===== config.mk =====
export PLATFORM = sky130hd
export DESIGN_NAME = wheel_pulse_speed_odometer
export DESIGN_NICKNAME = d
export VERILOG_FILES = /design/src/sv/wpso_pkg.sv /design/src/sv/wpso_div.sv /design/src/sv/wpso_ring.sv /design/src/sv/wheel_pulse_speed_odometer.sv
export SDC_FILE = /design/constraint.sdc
export NUM_CORES = 2
export LEC_CHECK = 0
export ABC_AREA = 1
export BUFFER_PORTS_ARGS = -buffer_cell sky130_fd_sc_hd__clkbuf_2
export CORE_ASPECT_RATIO = 0.9
export CORE_UTILIZATION = 28
export CTS_CLUSTER_SIZE = 30
export DETAILED_ROUTE_END_ITERATION = 6
export HOLD_SLACK_MARGIN = 0.06
export MAX_ROUTING_LAYER = met4
export PLACE_DENSITY = 0.51
export SYNTH_ARGS = -nofsm -noshare
export SYNTH_HDL_FRONTEND = slang
export SYNTH_SLANG_ARGS = --single-unit

===== constraint.sdc =====
create_clock -name aclk -period 6.35 [get_ports aclk]
set_input_delay 0.3175 -clock aclk [delete_from_list [all_inputs] [get_ports aclk]]
set_output_delay 0.3175 -clock aclk [all_outputs]
set_load 0.05 [all_outputs]

===== src/sv/wpso_pkg.sv =====
`timescale 1ns / 1ps
// ----------------------------------------------------------------------------
// wpso_pkg
// Shared types, constants and codes for the wheel pulse speed / odometer block.
// ----------------------------------------------------------------------------
package wpso_pkg;

    // Ring depth default
    localparam int WINDOW_DEF = 5;

    // Field widths
    localparam int TICK_W  = 16;
    localparam int COEF_W  = 16;
    localparam int SPEED_W = 8;
    localparam int DIST_W  = 32;
    localparam int SPIKE_W = 7;
    localparam int CFG_IDX_W  = 2;
    localparam int CFG_DATA_W = 32;

    // Shared serial divider
    localparam int DIV_NUM_W = 40;
    localparam int DIV_DEN_W = 32;
    localparam int STEP_W    = $clog2(DIV_NUM_W + 1);

    // Arithmetic constants
    localparam int unsigned SPEED_NUM   = 72000000;  // 3600 s/h * 1e6 / 50 us
    localparam int          SPEED_BITS  = 27;        // SPEED_NUM < 2**27
    localparam int          DIST_SCALE  = 100;       // 0.01 km per km
    localparam int          DIST_BITS   = 39;        // 32-bit count times 100
    localparam int          PULSE_DIV   = 50;        // odometer gathers more than coef/50 pulses
    localparam int          CMP_W       = 38;        // 32-bit count times 50
    localparam int          SPIKE_DELTA = 50;
    localparam int          SPIKE_LIMIT = 100;

    // Register reset values
    localparam logic [COEF_W-1:0] COEF_RST      = 16'd7200;
    localparam logic [TICK_W-1:0] MIN_WIDTH_RST = 16'd39;
    localparam logic              TEST_MODE_RST = 1'b0;
    localparam logic [DIST_W-1:0] PRESET_RST    = 32'd0;

    // Configuration register indexes
    typedef enum logic [CFG_IDX_W-1:0] {
        REG_PULSE_COEF      = 2'd0,
        REG_MIN_WIDTH       = 2'd1,
        REG_TEST_MODE       = 2'd2,
        REG_DISTANCE_PRESET = 2'd3
    } cfg_reg_t;

    // Input action codes
    localparam logic ACT_PULSE   = 1'b0;
    localparam logic ACT_TIMEOUT = 1'b1;

    // Sequencer states
    typedef enum logic [3:0] {
        ST_IDLE,
        ST_EVAL,
        ST_DIST_GO,
        ST_DIST_WAIT,
        ST_SCAN,
        ST_TRIM,
        ST_TRIM_WAIT,
        ST_MUL,
        ST_SPD_GO,
        ST_SPD_WAIT,
        ST_OUT
    } state_t;

    // Divider request
    typedef struct packed {
        logic                 start;
        logic [STEP_W-1:0]    steps;   // quotient bits to produce
        logic [DIV_NUM_W-1:0] num;     // left aligned numerator
        logic [DIV_DEN_W-1:0] den;
    } div_req_t;

    // Ring control
    typedef struct packed {
        logic clr;
        logic we;
    } ring_ctrl_t;

endpackage


===== src/sv/wpso_div.sv =====
`timescale 1ns / 1ps
// ----------------------------------------------------------------------------
// wpso_div
// Restoring divider, one quotient bit per cycle, shared by all divisions.
// ----------------------------------------------------------------------------
module wpso_div (
    input  logic                                 aclk,
    input  logic                                 aresetn,
    input  wpso_pkg::div_req_t                   req,
    output logic                                 done,
    output logic [wpso_pkg::DIV_NUM_W-1:0]       quo
);
    import wpso_pkg::*;

    logic                 busy_reg;
    logic                 done_reg;
    logic [STEP_W-1:0]    cnt_reg;
    logic [DIV_DEN_W-1:0] rem_reg;
    logic [DIV_NUM_W-1:0] quo_reg;
    logic [DIV_DEN_W-1:0] den_reg;

    logic [DIV_DEN_W:0]   trial;
    logic [DIV_DEN_W:0]   diff;
    logic                 fits;

    assign trial = {rem_reg, quo_reg[DIV_NUM_W-1]};
    assign diff  = trial - {1'b0, den_reg};
    assign fits  = trial >= {1'b0, den_reg};

    always_ff @(posedge aclk) begin
        if (!aresetn) begin
            busy_reg <= 1'b0;
            done_reg <= 1'b0;
            cnt_reg  <= '0;
        end else begin
            done_reg <= 1'b0;
            if (req.start) begin
                busy_reg <= 1'b1;
                cnt_reg  <= req.steps;
            end else if (busy_reg) begin
                cnt_reg <= cnt_reg - 1'b1;
                if (cnt_reg == STEP_W'(1)) begin
                    busy_reg <= 1'b0;
                    done_reg <= 1'b1;
                end
            end
        end
    end

    // numerator bits shift out at the top, quotient bits shift in at the bottom
    always_ff @(posedge aclk) begin
        if (req.start) begin
            rem_reg <= '0;
            quo_reg <= req.num;
            den_reg <= req.den;
        end else if (busy_reg) begin
            rem_reg <= fits ? diff[DIV_DEN_W-1:0] : trial[DIV_DEN_W-1:0];
            quo_reg <= {quo_reg[DIV_NUM_W-2:0], fits};
        end
    end

    assign done = done_reg;
    assign quo  = quo_reg;

endmodule


===== src/sv/wpso_ring.sv =====
`timescale 1ns / 1ps
// ----------------------------------------------------------------------------
// wpso_ring
// Interval ring: one write port, one read port, clear of all entries at once.
// ----------------------------------------------------------------------------
module wpso_ring #(
    parameter int WINDOW = wpso_pkg::WINDOW_DEF
) (
    input  logic                          aclk,
    input  logic                          aresetn,
    input  wpso_pkg::ring_ctrl_t          ctrl,
    input  logic [$clog2(WINDOW)-1:0]     wr_idx,
    input  logic [wpso_pkg::TICK_W-1:0]   wr_data,
    input  logic [$clog2(WINDOW)-1:0]     rd_idx,
    output logic [wpso_pkg::TICK_W-1:0]   rd_data
);
    import wpso_pkg::*;

    logic [TICK_W-1:0] ring_reg [WINDOW];

    always_ff @(posedge aclk) begin
        if (!aresetn || ctrl.clr) begin
            for (int i = 0; i < WINDOW; i++) begin
                ring_reg[i] <= '0;
            end
        end else if (ctrl.we) begin
            ring_reg[wr_idx] <= wr_data;
        end
    end

    assign rd_data = ring_reg[rd_idx];

endmodule


===== src/sv/wheel_pulse_speed_odometer.sv =====
`timescale 1ns / 1ps
// ----------------------------------------------------------------------------
// wheel_pulse_speed_odometer
// Speed and odometer from wheel sensor pulse intervals, one shared divider.
// ----------------------------------------------------------------------------
// Each input beat is a sensor pulse (with its interval in 50 us ticks) or a
// timer timeout, and gives exactly one result beat with the filtered speed in
// km/h, the odometer in 0.01 km and a glitch flag. Items are processed one at
// a time under a small sequencer that drives a single one-bit-per-cycle
// divider: a timeout goes straight to the result; a pulse may first run
// the distance division when the odometer rolls whole units forward, then
// scans the ring and forms the trimmed mean through a reciprocal multiply
// (test mode takes one entry instead) before the speed division, which a
// zero mean skips. The divider produces 27 quotient bits for the speed and
// 39 for the distance step. A finished result sits in an output register,
// so the next beat is taken while it waits. Configuration writes through
// cfg_we must be made only while no item is in flight; the block does not
// enforce this. A distance preset write also loads the odometer at once.
// ----------------------------------------------------------------------------
module wheel_pulse_speed_odometer #(
    parameter int WINDOW = wpso_pkg::WINDOW_DEF
) (
    input  logic                               aclk,
    input  logic                               aresetn,
    input  logic                               cfg_we,
    input  logic [wpso_pkg::CFG_IDX_W-1:0]     cfg_index,
    input  logic [wpso_pkg::CFG_DATA_W-1:0]    cfg_wdata,
    input  logic                               s_valid,
    output logic                               s_ready,
    input  logic                               s_action,
    input  logic [wpso_pkg::TICK_W-1:0]        s_interval_ticks,
    output logic                               m_valid,
    input  logic                               m_ready,
    output logic [wpso_pkg::SPEED_W-1:0]       m_instant_speed,
    output logic [wpso_pkg::DIST_W-1:0]        m_total_distance,
    output logic                               m_glitch
);
    import wpso_pkg::*;

    localparam int IDX_W = $clog2(WINDOW);
    localparam int SUM_W = TICK_W + $clog2(WINDOW);

    // trimmed mean: floor(x / (WINDOW-2)) as (x * ceil(2^k / d)) >> k, exact for x < 2^SUM_W
    localparam int TRIM_DIV = WINDOW - 2;
    localparam int TRIM_SH  = SUM_W + $clog2(TRIM_DIV);
    localparam int TRIM_M_W = TRIM_SH + 1;
    localparam int TRIM_P_W = SUM_W + TRIM_M_W;
    localparam logic [TRIM_M_W-1:0] TRIM_RECIP =
        TRIM_M_W'(((longint'(1) << TRIM_SH) + longint'(TRIM_DIV - 1)) / longint'(TRIM_DIV));

    // configuration
    logic [COEF_W-1:0] coef_reg;
    logic [TICK_W-1:0] min_width_reg;
    logic              test_mode_reg;
    logic [COEF_W-1:0] coef_nz;

    // sequencer
    state_t state_reg, state_next;

    // block state
    logic              armed_reg, armed_next;
    logic [IDX_W-1:0]  ring_index_reg, ring_index_next;
    logic [DIST_W-1:0] pending_reg, pending_next;
    logic [DIST_W-1:0] distance_reg, distance_next;
    logic [SPEED_W-1:0] speed_now_reg, speed_now_next;
    logic [SPEED_W-1:0] speed_last_reg, speed_last_next;
    logic [SPIKE_W-1:0] spike_reg, spike_next;

    // item work registers
    logic              act_reg, act_next;
    logic [TICK_W-1:0] ticks_reg, ticks_next;
    logic              glitch_reg, glitch_next;
    logic [IDX_W-1:0]  scan_reg, scan_next;
    logic [SUM_W-1:0]  sum_reg, sum_next;
    logic [TICK_W-1:0] lo_reg, lo_next;
    logic [TICK_W-1:0] hi_reg, hi_next;
    logic [TICK_W-1:0] w_reg, w_next;
    logic [DIV_DEN_W-1:0] prod_reg, prod_next;

    // output register
    logic               m_valid_reg;
    logic [SPEED_W-1:0] out_speed_reg;
    logic [DIST_W-1:0]  out_dist_reg;
    logic               out_glitch_reg;
    logic               out_load;

    // datapath helpers
    logic [DIST_W-1:0] p1;
    logic              accept_w;
    logic              dist_hit;
    logic [IDX_W-1:0]  idx_adv;
    logic [SUM_W-1:0]  trimmed;
    logic [TRIM_P_W-1:0] trim_prod;
    logic [SPEED_W-1:0] s_new;
    logic [SPEED_W-1:0] s_diff;
    logic [SPIKE_W-1:0] spike_inc;
    logic              is_spike;

    // unit connections
    div_req_t             div_req;
    logic                 div_done;
    logic [DIV_NUM_W-1:0] div_quo;
    ring_ctrl_t           ring_ctrl;
    logic [IDX_W-1:0]     ring_wr_idx;
    logic [TICK_W-1:0]    ring_rd_data;

    assign coef_nz  = (coef_reg == '0) ? COEF_W'(1) : coef_reg;
    assign p1       = pending_reg + 1'b1;
    assign accept_w = ticks_reg >= min_width_reg;
    // pending > floor(coef/50)  <=>  50 * pending > coef
    assign dist_hit = (CMP_W'(p1) * CMP_W'(PULSE_DIV)) > CMP_W'(coef_nz);
    assign idx_adv  = (ring_index_reg == IDX_W'(WINDOW - 1)) ? '0 : ring_index_reg + 1'b1;
    assign trimmed  = sum_reg - SUM_W'(lo_reg) - SUM_W'(hi_reg);
    assign trim_prod = TRIM_P_W'(sum_reg) * TRIM_P_W'(TRIM_RECIP);
    assign s_new    = div_quo[SPEED_W-1:0];
    assign s_diff   = s_new - speed_last_reg;
    assign spike_inc = spike_reg + 1'b1;
    assign is_spike = (s_new > speed_last_reg) && (s_diff >= SPEED_W'(SPIKE_DELTA));
    assign out_load = (state_reg == ST_OUT) && (!m_valid_reg || m_ready);

    wpso_div u_div (
        .aclk    (aclk),
        .aresetn (aresetn),
        .req     (div_req),
        .done    (div_done),
        .quo     (div_quo)
    );

    wpso_ring #(
        .WINDOW (WINDOW)
    ) u_ring (
        .aclk    (aclk),
        .aresetn (aresetn),
        .ctrl    (ring_ctrl),
        .wr_idx  (ring_wr_idx),
        .wr_data (ticks_reg),
        .rd_idx  (scan_reg),
        .rd_data (ring_rd_data)
    );

    // ---------------- next state ----------------
    always_comb begin
        state_next = state_reg;
        unique case (state_reg)
            ST_IDLE: begin
                if (s_valid) begin
                    state_next = ST_EVAL;
                end
            end
            ST_EVAL: begin
                if (act_reg == ACT_TIMEOUT) begin
                    state_next = ST_OUT;
                end else if (armed_reg && accept_w && dist_hit) begin
                    state_next = ST_DIST_GO;
                end else begin
                    state_next = ST_SCAN;
                end
            end
            ST_DIST_GO:   state_next = ST_DIST_WAIT;
            ST_DIST_WAIT: begin
                if (div_done) begin
                    state_next = ST_SCAN;
                end
            end
            ST_SCAN: begin
                if (test_mode_reg || scan_reg == IDX_W'(WINDOW - 1)) begin
                    state_next = test_mode_reg ? ST_MUL : ST_TRIM;
                end
            end
            ST_TRIM:      state_next = ST_TRIM_WAIT;
            ST_TRIM_WAIT: state_next = ST_MUL;
            ST_MUL:       state_next = (w_reg == '0) ? ST_OUT : ST_SPD_GO;
            ST_SPD_GO:    state_next = ST_SPD_WAIT;
            ST_SPD_WAIT: begin
                if (div_done) begin
                    state_next = ST_OUT;
                end
            end
            ST_OUT: begin
                if (out_load) begin
                    state_next = ST_IDLE;
                end
            end
            default:      state_next = ST_IDLE;
        endcase
    end

    // ---------------- unit controls ----------------
    always_comb begin
        s_ready       = 1'b0;
        ring_ctrl.clr = 1'b0;
        ring_ctrl.we  = 1'b0;
        ring_wr_idx   = test_mode_reg ? '0 : idx_adv;
        div_req.start = 1'b0;
        div_req.steps = STEP_W'(SPEED_BITS);
        div_req.num   = DIV_NUM_W'(SPEED_NUM) << (DIV_NUM_W - SPEED_BITS);
        div_req.den   = prod_reg;
        unique case (state_reg)
            ST_IDLE: s_ready = 1'b1;
            ST_EVAL: begin
                ring_ctrl.clr = (act_reg == ACT_TIMEOUT);
                ring_ctrl.we  = (act_reg == ACT_PULSE) && armed_reg && accept_w;
            end
            ST_DIST_GO: begin
                div_req.start = 1'b1;
                div_req.steps = STEP_W'(DIST_BITS);
                div_req.num   = DIV_NUM_W'(DIV_NUM_W'(pending_reg) * DIV_NUM_W'(DIST_SCALE))
                                << (DIV_NUM_W - DIST_BITS);
                div_req.den   = DIV_DEN_W'(coef_nz);
            end
            ST_SPD_GO: div_req.start = 1'b1;
            default: ;
        endcase
    end

    // ---------------- datapath ----------------
    always_comb begin
        armed_next      = armed_reg;
        ring_index_next = ring_index_reg;
        pending_next    = pending_reg;
        distance_next   = distance_reg;
        speed_now_next  = speed_now_reg;
        speed_last_next = speed_last_reg;
        spike_next      = spike_reg;
        act_next        = act_reg;
        ticks_next      = ticks_reg;
        glitch_next     = glitch_reg;
        scan_next       = scan_reg;
        sum_next        = sum_reg;
        lo_next         = lo_reg;
        hi_next         = hi_reg;
        w_next          = w_reg;
        prod_next       = prod_reg;

        unique case (state_reg)
            ST_IDLE: begin
                act_next   = s_action;
                ticks_next = s_interval_ticks;
            end
            ST_EVAL: begin
                glitch_next = 1'b0;
                scan_next   = '0;
                sum_next    = '0;
                lo_next     = '1;
                hi_next     = '0;
                if (act_reg == ACT_TIMEOUT) begin
                    armed_next      = 1'b0;
                    speed_now_next  = '0;
                    speed_last_next = '0;
                    ring_index_next = '0;
                end else if (!armed_reg) begin
                    armed_next   = 1'b1;
                    pending_next = p1;
                end else if (accept_w) begin
                    pending_next = p1;
                    if (!test_mode_reg) begin
                        ring_index_next = idx_adv;
                    end
                end else begin
                    glitch_next = 1'b1;
                end
            end
            ST_DIST_GO: pending_next = '0;
            ST_DIST_WAIT: begin
                if (div_done) begin
                    distance_next = distance_reg + div_quo[DIST_W-1:0];
                end
            end
            ST_SCAN: begin
                if (test_mode_reg) begin
                    w_next = ring_rd_data;   // scan index is still zero
                end else begin
                    sum_next  = sum_reg + SUM_W'(ring_rd_data);
                    lo_next   = (ring_rd_data < lo_reg) ? ring_rd_data : lo_reg;
                    hi_next   = (ring_rd_data > hi_reg) ? ring_rd_data : hi_reg;
                    scan_next = scan_reg + 1'b1;
                end
            end
            ST_TRIM:      sum_next = trimmed;
            ST_TRIM_WAIT: w_next = trim_prod[TRIM_SH +: TICK_W];
            ST_MUL: prod_next = DIV_DEN_W'(w_reg) * DIV_DEN_W'(coef_nz);
            ST_SPD_WAIT: begin
                if (div_done) begin
                    if (test_mode_reg) begin
                        speed_now_next  = s_new;
                        speed_last_next = s_new;
                    end else if (is_spike) begin
                        // large rise must repeat before it is believed
                        if (spike_inc >= SPIKE_W'(SPIKE_LIMIT)) begin
                            spike_next      = '0;
                            speed_now_next  = s_new;
                            speed_last_next = s_new;
                        end else begin
                            spike_next = spike_inc;
                        end
                    end else begin
                        spike_next      = '0;
                        speed_now_next  = s_new;
                        speed_last_next = s_new;
                    end
                end
            end
            default: ;
        endcase

        if (cfg_we && cfg_index == REG_DISTANCE_PRESET) begin
            distance_next = cfg_wdata[DIST_W-1:0];
        end
    end

    // ---------------- registers ----------------
    always_ff @(posedge aclk) begin
        if (!aresetn) begin
            state_reg      <= ST_IDLE;
            coef_reg       <= COEF_RST;
            min_width_reg  <= MIN_WIDTH_RST;
            test_mode_reg  <= TEST_MODE_RST;
            armed_reg      <= 1'b0;
            ring_index_reg <= '0;
            pending_reg    <= '0;
            distance_reg   <= PRESET_RST;
            speed_now_reg  <= '0;
            speed_last_reg <= '0;
            spike_reg      <= '0;
            m_valid_reg    <= 1'b0;
        end else begin
            state_reg      <= state_next;
            armed_reg      <= armed_next;
            ring_index_reg <= ring_index_next;
            pending_reg    <= pending_next;
            distance_reg   <= distance_next;
            speed_now_reg  <= speed_now_next;
            speed_last_reg <= speed_last_next;
            spike_reg      <= spike_next;
            if (out_load) begin
                m_valid_reg <= 1'b1;
            end else if (m_ready) begin
                m_valid_reg <= 1'b0;
            end
            if (cfg_we) begin
                unique case (cfg_index)
                    REG_PULSE_COEF:      coef_reg      <= cfg_wdata[COEF_W-1:0];
                    REG_MIN_WIDTH:       min_width_reg <= cfg_wdata[TICK_W-1:0];
                    REG_TEST_MODE:       test_mode_reg <= cfg_wdata[0];
                    REG_DISTANCE_PRESET: ;   // loads the odometer directly
                    default: ;
                endcase
            end
        end
    end

    always_ff @(posedge aclk) begin
        act_reg    <= act_next;
        ticks_reg  <= ticks_next;
        glitch_reg <= glitch_next;
        scan_reg   <= scan_next;
        sum_reg    <= sum_next;
        lo_reg     <= lo_next;
        hi_reg     <= hi_next;
        w_reg      <= w_next;
        prod_reg   <= prod_next;
        if (out_load) begin
            out_speed_reg  <= speed_now_reg;
            out_dist_reg   <= distance_reg;
            out_glitch_reg <= glitch_reg;
        end
    end

    assign m_valid          = m_valid_reg;
    assign m_instant_speed  = out_speed_reg;
    assign m_total_distance = out_dist_reg;
    assign m_glitch         = out_glitch_reg;

endmodule


==> impl_results.md <==
- Vias in the first global route: a little under 40000
- Most frequent cells in the layout: inv_1 (1302), nand2_1 (1177), ha_1 (602)
- FMAX: 0.162 GHz
- CTS Buffer Depth: 3
- Critical path class: flip-flop to flip-flop
- Final net count: about 7300
- Slowest cell on the critical path: fa_1
- CP bufs+invs: 4
- Fillers: between 15000 and 20000
- DRT Pass-1 Iters: 6
- Via density: 4.65
- CP Capture Type: flip-flop
- Tmin final: between 6000 and 7000 ps
- Most common cell after layout, fill and taps aside: inv_1
- Slew Viols, Final: 0
- # IOs: 99
- DIE AREA: between 0.15 and 0.2 sq mm
- # setup viols final: 0
- Worst-path clk slew: around 60 ps
- Worst Path Max Fanout: 9
- Final hold violations: 0
- Multi-input logic area: 0.0303 sq mm
- Mapped Nets: between 7000 and 8000
- Most used cell, CP: fa_1
- Post-route ant nets: 0
- Largest net degree at the start of global routing: 68
- CORE AREA: roughly 0.18 sq mm
- FP Rows: 146
- Status: finished, final reports clean
- Vias: slightly above 40000
- WP data arrival: about 6600 ps
- Synth top area share: between 20% and 30%
- Ys flop type: edfxtp_1
- Total track usage: roughly 17%
- TritonCTS clock tree: done
- CTS root buffer: clkbuf_16
- Synth Instances: slightly above 6000
- Synth-to-Final Area Change: 13.2%
- Worst-skew pair later-pin latency: 680 ps
- Synthesized cell area: around 0.050 sq mm
- Post-route DRC: 0
- Cell accounting for the most synthesized area: edfxtp_1
- IO buf count: a little under 100
- Post-synth EDFFs: approximately 360
- Max reg flops: between 100 and 150
- Cells along the critical path: buf_4, nand2_1, fa_1, inv_1, fa_1, fa_1, fa_1, fa_1, inv_1, fa_1, inv_1, ha_1, nand4_1, nor3_1, a21oi_1, o21bai_1, nand3_1, nand2_1, xor2_1
- Antenna violations before repair: 2
- Detail Placement HPWL: about 120000 um
- DIE WIDTH: 447 um
- Die Ht: between 400 and 500 um
- Clock Skew: 26.8 ps
- Seq/Total Area, Yosys: 28.3%
- Reg area: 0.0141 sq mm
- Min-Delay Path Class: input port to flip-flop
- RD Place Congestion: approximately 0.92
- Max incr delay on CP: slightly above 600 ps
- Overall routed net length: ~150000 um
- CP required: approximately 6800 ps
- Synth cell types: between 60 and 70
- 1st-iter DRT viols: between 2000 and 3000
- Worst-Margin Slew: 1230 ps
- Max cap viols: 0
- Async S/R FF share, synth: 0%
- Tcrit/Tclk final: 96.9%
- Total grt overflow: 0
- Synth warn: 0
- Wirelength per Cell: between 15 and 20 um
- Max H-tree Level: 3
- TritonCTS sink count: 525
- Setup_tns: 0 ps
- Largest delay share family, worst path: adder cells
- CP Launch Type: flip-flop
- First-pass GRT wire length: approximately 230000 um
- Initial Utilization: about 28%
- Worst slew margin: between 15 and 20%
- Syn Area/Cell: roughly 8.1 sq um
- #FFs+latches synth: roughly 530
- Fraction of layout cells with a size suffix above 1: 6.48%
- Top cells by area, synth: edfxtp_1 (22%), ha_1 (15%), fa_1 (15%), inv_1 (9.8%), nand2_1 (8.9%)
- CTS buffer count: 67
[area by class of cell]
type                       count  area share, %
tap                         2368           5.25
inverter                    1311           8.73
timing repair buffer         250           3.15
clock inverter                37          0.963
antenna                        2        0.00887
sequential                   525           25.1
multi-input combinational   4137           53.6
clock buffer                  86           3.19
[metrics by stage]
step	hold WS [ps]	area (sq um)	utilization (%)	std cells	worst slack [ps]
after floorplan	400	49800	-	6133	574
after global placement	401	53500	30.4	8552	173
after detailed placement	416	53500	30.4	8552	175
after CTS	65.1	56300	31.9	8712	116
after global routing	74.3	56400	32.0	8714	-13.0
final	91.6	56400	32.0	8716	194
[routing by layer]
metal | global-route usage (%) | up-vias | part of all wire [%]
li1 | - | 19900 | -
met5 | - | - | 0
met2 | 26.0 | 955 | 45
met4 | 4.33 | 0 | 2.4
met1 | 23.7 | 19400 | 48
met3 | 1.63 | 176 | 4.6
[cells in the mapped netlist (51+ instances only)]
library cell / instances
inv_1: 1306
nand2_1: 1178
ha_1: 603
nor2_1: 497
a21oi_1: 392
fa_1: 369
o21ai_0: 364
edfxtp_1: 361
dfxtp_1: 164
nand3_1: 163
clkbuf_1: 146
xor2_1: 115
xnor2_1: 51
[worst min-delay path, delay by kind of cell]
| family | cells | cell delay (ps) |
|---|---|---|
| and+or+nand+nor | 2 | 170 |
| buffers and inverters | 1 | 250 |
[path summary, 6_finish.rpt]
| kind | startpoint | endpoint | slack (ps) | depth (start not counted) |
|---|---|---|---|---|
| hold / removal | cfg_wdata[0] | min_width_reg[0] | 90 | 3 |
| setup / recovery | w_reg[8] | prod_reg[22] | 190 | 19 |
| setup reg to reg | w_reg[8] | prod_reg[22] | 190 | 19 |
| hold reg to reg | glitch_reg | m_glitch | 430 | 0 |
[cells by family after synthesis]
| kind of cell | Yosys count | synth area share, % |
|---|---|---|
| multiplexers | 1 | 0.0226 |
| adder cells (fa/ha/maj) | 972 | 30.0 |
| AND/OR/NAND/NOR | 2018 | 16.7 |
| flip-flops | 525 | 28.3 |
| buffers and inverters | 1471 | 11.2 |
| XOR/XNOR | 168 | 2.98 |
| AO/OA/AOI/OAI | 978 | 10.8 |
[timing repair]
| item | 4_1_cts | 5_1_grt |
|---|---|---|
| endpoints found under the hold margin | 37 | 0 |
| buffers inserted | 0 | 2 |
| endpoints found under the setup margin | 0 | 8 |
| hold buffers | 37 | 0 |
| resized for setup | 0 | 23 |
Power is left out: the tool's default activity adds up to more than one toggle a clock period on the data nets, which glitch-free logic cannot reach.
